`src/sv/pfsa_pkg.sv`:
```
// Package for the priority focus stack arbiter: sizes, codes, record and
// result types, and the priority and lost-state helper functions. No dependencies.
`timescale 1ns / 1ps
package pfsa_pkg;

  localparam int STACK_DEPTH = 16;
  localparam int ID_WIDTH    = 16;
  localparam int IDX_W       = $clog2(STACK_DEPTH);
  localparam int CNT_W       = $clog2(STACK_DEPTH + 1);

  typedef enum logic [1:0] {
    CMD_REQUEST     = 2'd0,
    CMD_RELEASE     = 2'd1,
    CMD_RELEASE_ALL = 2'd2,
    CMD_UNKNOWN     = 2'd3
  } cmd_t;

  typedef enum logic [1:0] {
    STS_OK      = 2'd0,
    STS_BUSY    = 2'd1,
    STS_FULL    = 2'd2,
    STS_INVALID = 2'd3
  } status_t;

  localparam logic [2:0] FS_NONE           = 3'd0;
  localparam logic [2:0] FS_GRANTED        = 3'd1;
  localparam logic [2:0] FS_TRANSIENT      = 3'd2;
  localparam logic [2:0] FS_DUCK           = 3'd3;
  localparam logic [2:0] FS_LOST           = 3'd4;
  localparam logic [2:0] FS_LOST_TRANSIENT = 3'd5;
  localparam logic [2:0] FS_LOST_DUCK      = 3'd6;

  localparam logic [2:0] TYPE_SPEECH   = 3'd4;
  localparam logic [2:0] TYPE_CALL     = 3'd5;
  localparam logic [2:0] TYPE_MAX      = 3'd5;

  localparam logic [0:0] KIND_NOTICE = 1'b0;
  localparam logic [0:0] KIND_STATUS = 1'b1;

  typedef enum logic [3:0] {
    ST_IDLE, ST_FIND, ST_DECIDE, ST_LIFT, ST_SHIFT, ST_GRANT, ST_EVICT,
    ST_COPY, ST_PUSH, ST_REF_A, ST_REF_B, ST_TYPECHK, ST_STATUS
  } state_t;

  typedef enum logic [1:0] {
    EV_ALL, EV_COPY, EV_PUSH
  } ev_mode_t;

  typedef struct packed {
    logic [ID_WIDTH-1:0] id;
    logic [2:0]          ty;
    logic [1:0]          rq;
    logic [2:0]          st;
  } rec_t;

  typedef struct packed {
    logic        item_kind;
    logic [15:0] notice_id;
    logic [2:0]  notice_type;
    logic [2:0]  notice_state;
    logic [1:0]  status;
    logic        owner_valid;
    logic [15:0] owner_id;
    logic [2:0]  owner_type;
    logic [2:0]  owner_state;
    logic        last;
  } res_t;

  function automatic logic [1:0] prio(input logic [2:0] t);
    if (t == TYPE_CALL)   return 2'd3;
    if (t == TYPE_SPEECH) return 2'd2;
    return 2'd1;
  endfunction

  function automatic logic [2:0] blocked_state(input logic [1:0] rq);
    if (rq == 2'd1) return FS_LOST;
    if (rq == 2'd3) return FS_LOST_DUCK;
    return FS_LOST_TRANSIENT;
  endfunction

endpackage

```
`src/sv/pfsa_cmd_if.sv`:
```
// Command channel of the focus stack arbiter: valid/ready plus command payload.
// Depends on nothing.
`timescale 1ns / 1ps
interface pfsa_cmd_if;
  logic        valid;
  logic        ready;
  logic [1:0]  cmd;
  logic [15:0] client_id;
  logic [2:0]  stream_type;
  logic [2:0]  grant_kind;

  modport source (output valid, cmd, client_id, stream_type, grant_kind, input ready);
  modport sink   (input valid, cmd, client_id, stream_type, grant_kind, output ready);
endinterface

```
`src/sv/pfsa_res_if.sv`:
```
// Result channel of the focus stack arbiter: notices and command status items.
// Depends on nothing.
`timescale 1ns / 1ps
interface pfsa_res_if;
  logic        valid;
  logic        ready;
  logic        item_kind;
  logic [15:0] notice_id;
  logic [2:0]  notice_type;
  logic [2:0]  notice_state;
  logic [1:0]  status;
  logic        owner_valid;
  logic [15:0] owner_id;
  logic [2:0]  owner_type;
  logic [2:0]  owner_state;
  logic        last;

  modport source (output valid, item_kind, notice_id, notice_type, notice_state, status,
                  owner_valid, owner_id, owner_type, owner_state, last, input ready);
  modport sink   (input valid, item_kind, notice_id, notice_type, notice_state, status,
                  owner_valid, owner_id, owner_type, owner_state, last, output ready);
endinterface

```
`src/sv/priority_focus_stack_arbiter_core.sv`:
```
// Priority focus stack arbiter top level: record stack, sequencer and result register.
// Depends on pfsa_pkg, pfsa_cmd_if and pfsa_res_if.
// Sequence: a command searches the stack, shifts the records above a lifted one down,
// refreshes each record's state (ST_REF_A then ST_REF_B per record), emits a lost notice
// per evicted record and ends with a status item; result stalls hold the sequencer.
// Throughput: one command at a time; the single record read port sets the pace.
// Reset: rst (synchronous, high) empties the stack; record contents stay undefined.
`timescale 1ns / 1ps
module priority_focus_stack_arbiter_core
  import pfsa_pkg::*;
(
  input  logic       clk,
  input  logic       rst,
  pfsa_cmd_if.sink   req,
  pfsa_res_if.source res
);

  rec_t stack [STACK_DEPTH];

  state_t              state, state_next;
  logic [CNT_W-1:0]    depth_used, depth_used_next;
  logic [CNT_W-1:0]    idx, idx_next;
  cmd_t                cmd_q, cmd_q_next;
  logic [ID_WIDTH-1:0] id_q, id_q_next;
  logic [2:0]          ty_q, ty_q_next;
  logic [2:0]          gr_q, gr_q_next;
  logic [IDX_W-1:0]    pos, pos_next;
  logic                found, found_next;
  logic [2:0]          old_t, old_t_next;
  logic [2:0]          old_s, old_s_next;
  logic [1:0]          req_above, req_above_next;
  logic                above_top, above_top_next;
  logic                chk_type, chk_type_next;
  ev_mode_t            ev_mode, ev_mode_next;
  status_t             status_q, status_q_next;

  res_t             o_item, emit_item;
  logic             o_valid, emit, out_free;
  logic [IDX_W-1:0] ra, wa, top_idx;
  logic             we;
  rec_t             rd, wr_rec;
  logic [2:0]       ns;

  assign rd       = stack[ra];
  assign top_idx  = IDX_W'(depth_used - CNT_W'(1));
  assign out_free = !o_valid || res.ready;
  assign req.ready = (state == ST_IDLE);

  function automatic res_t mk_notice(input rec_t r, input logic [2:0] s);
    res_t n;
    n = '0;
    n.item_kind    = KIND_NOTICE[0];
    n.notice_id    = 16'(r.id);
    n.notice_type  = r.ty;
    n.notice_state = s;
    return n;
  endfunction

  always_comb begin
    state_next      = state;
    depth_used_next = depth_used;
    idx_next        = idx;
    cmd_q_next      = cmd_q;
    id_q_next       = id_q;
    ty_q_next       = ty_q;
    gr_q_next       = gr_q;
    pos_next        = pos;
    found_next      = found;
    old_t_next      = old_t;
    old_s_next      = old_s;
    req_above_next  = req_above;
    above_top_next  = above_top;
    chk_type_next   = chk_type;
    ev_mode_next    = ev_mode;
    status_q_next   = status_q;
    ra        = idx[IDX_W-1:0];
    wa        = idx[IDX_W-1:0];
    we        = 1'b0;
    wr_rec    = rd;
    emit      = 1'b0;
    emit_item = '0;
    ns        = above_top ? {1'b0, rd.rq} : blocked_state(req_above);

    unique case (state)
      ST_IDLE: begin
        if (req.valid) begin
          cmd_q_next    = cmd_t'(req.cmd);
          id_q_next     = ID_WIDTH'(req.client_id);
          ty_q_next     = req.stream_type;
          gr_q_next     = req.grant_kind;
          status_q_next = STS_OK;
          chk_type_next = 1'b0;
          idx_next      = '0;
          unique case (cmd_t'(req.cmd))
            CMD_REQUEST: begin
              if (req.stream_type > TYPE_MAX || req.grant_kind == 3'd0
                  || req.grant_kind > 3'd3) begin
                status_q_next = STS_INVALID;
                state_next    = ST_STATUS;
              end else begin
                state_next = ST_FIND;
              end
            end
            CMD_RELEASE: state_next = ST_FIND;
            CMD_RELEASE_ALL: begin
              idx_next     = depth_used;
              ev_mode_next = EV_ALL;
              state_next   = ST_EVICT;
            end
            default: begin
              status_q_next = STS_INVALID;
              state_next    = ST_STATUS;
            end
          endcase
        end
      end

      ST_FIND: begin
        if (idx == depth_used) begin
          found_next = 1'b0;
          state_next = (cmd_q == CMD_REQUEST) ? ST_DECIDE : ST_STATUS;
        end else if (rd.id == id_q) begin
          found_next = 1'b1;
          pos_next   = idx[IDX_W-1:0];
          state_next = (cmd_q == CMD_REQUEST) ? ST_DECIDE : ST_LIFT;
        end else begin
          idx_next = idx + CNT_W'(1);
        end
      end

      ST_DECIDE: begin
        ra = top_idx;
        if (found && pos == top_idx) begin
          // owner re-request: update in place, no priority check
          old_t_next    = rd.ty;
          old_s_next    = rd.st;
          we            = 1'b1;
          wa            = top_idx;
          wr_rec.ty     = ty_q;
          wr_rec.rq     = gr_q[1:0];
          chk_type_next = 1'b1;
          if (gr_q == FS_GRANTED && depth_used > CNT_W'(1)) begin
            idx_next     = depth_used - CNT_W'(1);
            ev_mode_next = EV_COPY;
            state_next   = ST_EVICT;
          end else begin
            idx_next   = '0;
            state_next = ST_REF_A;
          end
        end else if (depth_used != '0 && prio(ty_q) < prio(rd.ty)) begin
          status_q_next = STS_BUSY;
          state_next    = ST_STATUS;
        end else if (found) begin
          state_next = ST_LIFT;
        end else begin
          old_t_next = '0;
          old_s_next = FS_NONE;
          state_next = ST_GRANT;
        end
      end

      ST_LIFT: begin
        ra         = pos;
        old_t_next = rd.ty;
        old_s_next = rd.st;
        idx_next   = CNT_W'(pos);
        state_next = ST_SHIFT;
      end

      ST_SHIFT: begin
        if (idx + CNT_W'(1) < depth_used) begin
          // move the record above down by one
          ra       = IDX_W'(idx + CNT_W'(1));
          we       = 1'b1;
          wa       = idx[IDX_W-1:0];
          wr_rec   = rd;
          idx_next = idx + CNT_W'(1);
        end else begin
          depth_used_next = depth_used - CNT_W'(1);
          idx_next        = '0;
          state_next      = (cmd_q == CMD_REQUEST) ? ST_GRANT : ST_REF_A;
        end
      end

      ST_GRANT: begin
        if (gr_q == FS_GRANTED) begin
          idx_next     = depth_used;
          ev_mode_next = EV_PUSH;
          state_next   = ST_EVICT;
        end else if (depth_used >= CNT_W'(STACK_DEPTH)) begin
          status_q_next = STS_FULL;
          state_next    = ST_STATUS;
        end else begin
          state_next = ST_PUSH;
        end
      end

      ST_EVICT: begin
        if (idx == '0) begin
          unique case (ev_mode)
            EV_COPY: state_next = ST_COPY;
            EV_PUSH: begin
              depth_used_next = '0;
              state_next      = ST_PUSH;
            end
            default: begin
              depth_used_next = '0;
              state_next      = ST_STATUS;
            end
          endcase
        end else if (out_free) begin
          ra        = IDX_W'(idx - CNT_W'(1));
          emit      = 1'b1;
          emit_item = mk_notice(rd, FS_LOST);
          idx_next  = idx - CNT_W'(1);
        end
      end

      ST_COPY: begin
        ra              = top_idx;
        we              = 1'b1;
        wa              = '0;
        wr_rec          = rd;
        depth_used_next = CNT_W'(1);
        idx_next        = '0;
        state_next      = ST_REF_A;
      end

      ST_PUSH: begin
        we              = 1'b1;
        wa              = depth_used[IDX_W-1:0];
        wr_rec.id       = id_q;
        wr_rec.ty       = ty_q;
        wr_rec.rq       = gr_q[1:0];
        wr_rec.st       = old_s;
        depth_used_next = depth_used + CNT_W'(1);
        chk_type_next   = 1'b1;
        idx_next        = '0;
        state_next      = ST_REF_A;
      end

      ST_REF_A: begin
        if (idx == depth_used) begin
          state_next = chk_type ? ST_TYPECHK : ST_STATUS;
        end else if (idx + CNT_W'(1) == depth_used) begin
          above_top_next = 1'b1;
          state_next     = ST_REF_B;
        end else begin
          ra             = IDX_W'(idx + CNT_W'(1));
          req_above_next = rd.rq;
          above_top_next = 1'b0;
          state_next     = ST_REF_B;
        end
      end

      ST_REF_B: begin
        if (rd.st != ns) begin
          if (out_free) begin
            we         = 1'b1;
            wr_rec.st  = ns;
            emit       = 1'b1;
            emit_item  = mk_notice(rd, ns);
            idx_next   = idx + CNT_W'(1);
            state_next = ST_REF_A;
          end
        end else begin
          idx_next   = idx + CNT_W'(1);
          state_next = ST_REF_A;
        end
      end

      ST_TYPECHK: begin
        ra = top_idx;
        if (old_s == rd.st && old_t != rd.ty) begin
          // type-only change still gets a notice
          if (out_free) begin
            emit       = 1'b1;
            emit_item  = mk_notice(rd, rd.st);
            state_next = ST_STATUS;
          end
        end else begin
          state_next = ST_STATUS;
        end
      end

      ST_STATUS: begin
        ra = top_idx;
        if (out_free) begin
          emit                = 1'b1;
          emit_item           = '0;
          emit_item.item_kind = KIND_STATUS[0];
          emit_item.status    = status_q;
          emit_item.last      = 1'b1;
          if (depth_used != '0) begin
            emit_item.owner_valid = 1'b1;
            emit_item.owner_id    = 16'(rd.id);
            emit_item.owner_type  = rd.ty;
            emit_item.owner_state = rd.st;
          end
          state_next = ST_IDLE;
        end
      end

      default: state_next = ST_IDLE;
    endcase
  end

  always_ff @(posedge clk) begin
    if (rst) begin
      state      <= ST_IDLE;
      depth_used <= '0;
      o_valid    <= 1'b0;
    end else begin
      state      <= state_next;
      depth_used <= depth_used_next;
      if (emit) begin
        o_valid <= 1'b1;
      end else if (res.ready) begin
        o_valid <= 1'b0;
      end
    end
  end

  always_ff @(posedge clk) begin
    idx       <= idx_next;
    cmd_q     <= cmd_q_next;
    id_q      <= id_q_next;
    ty_q      <= ty_q_next;
    gr_q      <= gr_q_next;
    pos       <= pos_next;
    found     <= found_next;
    old_t     <= old_t_next;
    old_s     <= old_s_next;
    req_above <= req_above_next;
    above_top <= above_top_next;
    chk_type  <= chk_type_next;
    ev_mode   <= ev_mode_next;
    status_q  <= status_q_next;
    if (emit) begin
      o_item <= emit_item;
    end
    if (we) begin
      stack[wa] <= wr_rec;
    end
  end

  assign res.valid        = o_valid;
  assign res.item_kind    = o_item.item_kind;
  assign res.notice_id    = o_item.notice_id;
  assign res.notice_type  = o_item.notice_type;
  assign res.notice_state = o_item.notice_state;
  assign res.status       = o_item.status;
  assign res.owner_valid  = o_item.owner_valid;
  assign res.owner_id     = o_item.owner_id;
  assign res.owner_type   = o_item.owner_type;
  assign res.owner_state  = o_item.owner_state;
  assign res.last         = o_item.last;

  a_depth_bound: assert property (@(posedge clk) disable iff (rst)
    depth_used <= CNT_W'(STACK_DEPTH))
    else $error("stack depth beyond capacity");

  a_busy_after_accept: assert property (@(posedge clk) disable iff (rst)
    (req.valid && req.ready) |=> !req.ready)
    else $error("command accepted while sequencer busy");

  a_status_last: assert property (@(posedge clk) disable iff (rst)
    o_valid |-> (o_item.last == o_item.item_kind))
    else $error("last flag does not match status item");

  a_emit_free: assert property (@(posedge clk) disable iff (rst)
    emit |-> out_free)
    else $error("result overwritten before taken");

endmodule
```
`src/flat_wrapper.sv`:
```
// flat-port wrapper written by rule: the top's interface ports become plain ports
module priority_focus_stack_arbiter_core_flat import pfsa_pkg::*;
  (clk, rst, req_valid, req_cmd, req_client_id, req_stream_type, req_grant_kind, req_ready, res_valid, res_item_kind, res_notice_id, res_notice_type, res_notice_state, res_status, res_owner_valid, res_owner_id, res_owner_type, res_owner_state, res_last, res_ready);
  pfsa_cmd_if req_i ();
  pfsa_res_if res_i ();
  input  logic clk;
  input  logic rst;
  input wire logic [$bits(req_i.valid)-1:0] req_valid;
  input wire logic [$bits(req_i.cmd)-1:0] req_cmd;
  input wire logic [$bits(req_i.client_id)-1:0] req_client_id;
  input wire logic [$bits(req_i.stream_type)-1:0] req_stream_type;
  input wire logic [$bits(req_i.grant_kind)-1:0] req_grant_kind;
  output wire logic [$bits(req_i.ready)-1:0] req_ready;
  output wire logic [$bits(res_i.valid)-1:0] res_valid;
  output wire logic [$bits(res_i.item_kind)-1:0] res_item_kind;
  output wire logic [$bits(res_i.notice_id)-1:0] res_notice_id;
  output wire logic [$bits(res_i.notice_type)-1:0] res_notice_type;
  output wire logic [$bits(res_i.notice_state)-1:0] res_notice_state;
  output wire logic [$bits(res_i.status)-1:0] res_status;
  output wire logic [$bits(res_i.owner_valid)-1:0] res_owner_valid;
  output wire logic [$bits(res_i.owner_id)-1:0] res_owner_id;
  output wire logic [$bits(res_i.owner_type)-1:0] res_owner_type;
  output wire logic [$bits(res_i.owner_state)-1:0] res_owner_state;
  output wire logic [$bits(res_i.last)-1:0] res_last;
  input wire logic [$bits(res_i.ready)-1:0] res_ready;
  assign req_i.valid = req_valid;
  assign req_i.cmd = req_cmd;
  assign req_i.client_id = req_client_id;
  assign req_i.stream_type = req_stream_type;
  assign req_i.grant_kind = req_grant_kind;
  assign req_ready = req_i.ready;
  assign res_valid = res_i.valid;
  assign res_item_kind = res_i.item_kind;
  assign res_notice_id = res_i.notice_id;
  assign res_notice_type = res_i.notice_type;
  assign res_notice_state = res_i.notice_state;
  assign res_status = res_i.status;
  assign res_owner_valid = res_i.owner_valid;
  assign res_owner_id = res_i.owner_id;
  assign res_owner_type = res_i.owner_type;
  assign res_owner_state = res_i.owner_state;
  assign res_last = res_i.last;
  assign res_i.ready = res_ready;
  priority_focus_stack_arbiter_core u_core (.clk(clk), .rst(rst), .req(req_i), .res(res_i));
endmodule
```
`config.mk`:
```
export PLATFORM = sky130hd
export DESIGN_NAME = priority_focus_stack_arbiter_core_flat
export DESIGN_NICKNAME = d
export VERILOG_FILES = /design/src/sv/pfsa_pkg.sv /design/src/sv/pfsa_cmd_if.sv /design/src/sv/pfsa_res_if.sv /design/src/sv/priority_focus_stack_arbiter_core.sv /design/src/flat_wrapper.sv
export SDC_FILE = /design/constraint.sdc
export NUM_CORES = 1
export LEC_CHECK = 0
export BUFFER_PORTS_ARGS = -buffer_cell sky130_fd_sc_hd__buf_2
export CELL_PAD_IN_SITES_DETAIL_PLACEMENT = 1
export CELL_PAD_IN_SITES_GLOBAL_PLACEMENT = 1
export CORE_MARGIN = 3
export CORE_UTILIZATION = 56
export CTS_CLUSTER_SIZE = 20
export DETAILED_ROUTE_END_ITERATION = 12
export PLACE_DENSITY = 0.85
export SYNTH_ARGS = -nofsm -noshare
export SYNTH_HDL_FRONTEND = slang
export SYNTH_SLANG_ARGS = --single-unit
```
`constraint.sdc`:
```
create_clock -name clk -period 9.3 [get_ports clk]
set_input_delay 1.395 -clock clk [delete_from_list [all_inputs] [get_ports clk]]
set_output_delay 1.395 -clock clk [all_outputs]
set_load 0.01 [all_outputs]
```
==> qor.txt <==
status: finished, final reports clean
setup bufs post-CTS: 0
Hold Buf Count CTS: 0
#FFs+latches synth: 490
Tmin final: 7.87 ns
area of the die: 42000 sq um
GRT Overall Usage: 0.346
CP Max Fanout: 33
1st-pass router iterations: 6
Rel. slew slack: 0.0892
Worst Path Required: 9.49 ns
Synth top area share: 0.651
row cnt: 72
clock tree from TritonCTS: built
fin. max-slew vios: 0
asr flop ratio synth: 0
Setup Viol. Count Final: 0
Most used DFF post-synth: edfxtp_1
Remaining Overflow, GRT: 0
compound-gate portion of the synthesized area: 0.104
WL/cell: 33.3 um
antenna viol nets, final: 0
RSZ-0062 raised after global routing: false
Adder-Cell Fraction of Synth Area: 0.00678
Ys Warns: 0
initial antenna violation count: 2
Yosys top cell by area: edfxtp_1
Die W: 205 um
largest cells by area after synthesis: edfxtp_1 65%, mux4_2 4.1%, mux2i_1 3.9%
CP Class: flip-flop to flip-flop
synthesized net count: 1592
post_cts resized: 0
worst hold path type: flip-flop to flip-flop
register area share after synthesis: 0.660
Cells after Synth: 1552
largest family of logic cells by synthesized area: compound AO/OA/AOI/OAI gates
Die Y: 205 um
crit end category: flip-flop
count leader, synth: edfxtp_1
Max Cap Viol: 0
routed vias: 15412
placed wire-length estimate: 45.5 mm
simple-gate share of the synthesized area: 0.0959
Slew @ Worst Pin: 1.36 ns
total core area: 38800 sq um
vias in the first global route: 15817
Post-Syn Area per Cell: 14.3 sq um
Max Clk Rate: 0.127 GHz
placed cell areas: 23100 sq um
NumNets Final: 1672
Synth Cell Area: 22100 sq um
RD Place Congestion: 0.948
Synth top cells by count: 480 x edfxtp_1, 141 x nand2_1, 107 x nor2_1, 87 x mux2i_1, 53 x o21ai_0
mux contribution to synthesized area: 0.0868
final instance area: 24600 sq um
IO Pins: 79
part of the cycle the worst path needs: 0.847
crit path DAT: 8.06 ns
DRT Wirelength: 72.7 mm
layout cells sized above 1: 0.179
Starting Density: 0.570
Inserted Clock Buffers: 49
filler cell count: 3626
Setup crit start kind: flip-flop
final hold violation count: 0
# H-tree levels: 2
Antenna diodes: 0
first-pass GRT wire length: 105 mm
Bufs on Longest Clock Path: 3
DRC errors left: 0
pin count of the biggest net entering global routing: 49
Layout Skew: 0.0285 ns
CTS root buffer: clkbuf_16
Post-Synth XOR/XNOR Area: 0.0166
clock latency on the worst-skew pair: 0.60 ns
Area Growth Syn to Fin: 11.2%
via-per-instance ratio: 7.05
TNS Setup: 0 ns
Post-synth EDFFs: 480
Clock transition at path regs: 0.07 ns
DRT iter0 DRCs: 2141
clk sinks: 490
Yosys cell types: 105
number of buffers added on ports: 78
[per-layer routing]
metal	wire, um	vias to the layer above	GRT usage
met5	10	-	0
met3	8110	266	0.0820
met4	3830	2	0.163
met2	34100	1168	0.552
met1	26700	7766	0.453
li1	-	6210	-
[kinds of logic after synthesis]
family | after synthesis
muxes | 140
xor gates and xnor gates | 42
AOI/OAI and AO/OA | 307
adders and majority gates | 12
buffers and inverters | 125
and+or+nand+nor | 436
DFF | 490
[critical path, cell delays in order (launching register included)]
cell,delay [ns]
edfxtp_1,0.67
nand3_1,0.17
xnor2_1,0.46
ha_1,0.36
a21o_1,0.16
a21oi_1,0.22
and2_1,0.20
ha_1,0.14
nand2b_1,0.10
a21oi_1,0.14
or2_1,0.39
nor2_4,0.78
buf_4,0.59
a21oi_1,0.15
a22o_1,0.27
o221a_1,0.40
xnor2_1,0.23
a31oi_4,0.24
nand2_1,0.20
a21o_1,0.25
nand2b_1,0.33
nor2_4,0.95
[through the flow]
step | util | instances | worst slack (ns) | hold WS (ns)
5_1_grt | 0.634 | 2187 | 1.01 | 0.587
6_report | 0.634 | 2187 | 1.43 | 0.580
4_1_cts | 0.634 | 2187 | 1.51 | 0.581
2_1_floorplan | - | 1552 | 3.00 | 0.451
3_3_place_gp | 0.594 | 2099 | 2.00 | 0.582
3_5_place_dp | 0.594 | 2099 | 1.60 | 0.560
[registers in the layout, indices dropped and copies added, names as in the netlist, 4 cells and up]
signal,cells
u_core.depth_used,5
u_core.id_q,16
u_core.idx,5
u_core.pos,4
u_core.res.notice_id,16
u_core.res.owner_id,16
u_core.stack,384
u_core.state,4
[area by class of cell]
class | instances | area [sq um] | share of cell area
multi-input cells | 937 | 7000 | 0.284
flip-flops and latches | 490 | 14600 | 0.594
well taps | 518 | 648 | 0.0263
inverters | 40 | 150 | 0.00610
clock buffers | 64 | 1330 | 0.0538
clock inverters | 24 | 219 | 0.00889
repair buffers | 114 | 661 | 0.0268
[placed cells by master, fill, tap and decap left out, types with 20 or more instances in the layout]
cell type | Yosys | final
buf_2 | 22 | 78
nor2_1 | 107 | 91
nor3_1 | 27 | 26
clkbuf_16 | 0 | 51
mux2i_1 | 87 | 87
buf_4 | 19 | 36
mux4_2 | 40 | 40
a21oi_1 | 49 | 49
xnor2_1 | 26 | 26
nor2b_1 | 20 | 20
inv_1 | 37 | 37
nand2_1 | 141 | 140
edfxtp_1 | 480 | 480
nand3_1 | 46 | 45
o21ai_0 | 53 | 48
[final timing paths]
kind,startpoint,endpoint,slack [ns],cells past startpoint
worst max register to register,u_core.idx[2],u_core.stack[10][5],1.43,21
worst min register to register,u_core.status_q[1],u_core.res.status[1],0.58,1
worst min-delay path,u_core.status_q[1],u_core.res.status[1],0.58,1
worst max-delay path,u_core.idx[2],u_core.stack[10][5],1.43,21
Power is not shown: default switching activity piles up to over one toggle a cycle in this logic, so the estimate is an artifact.
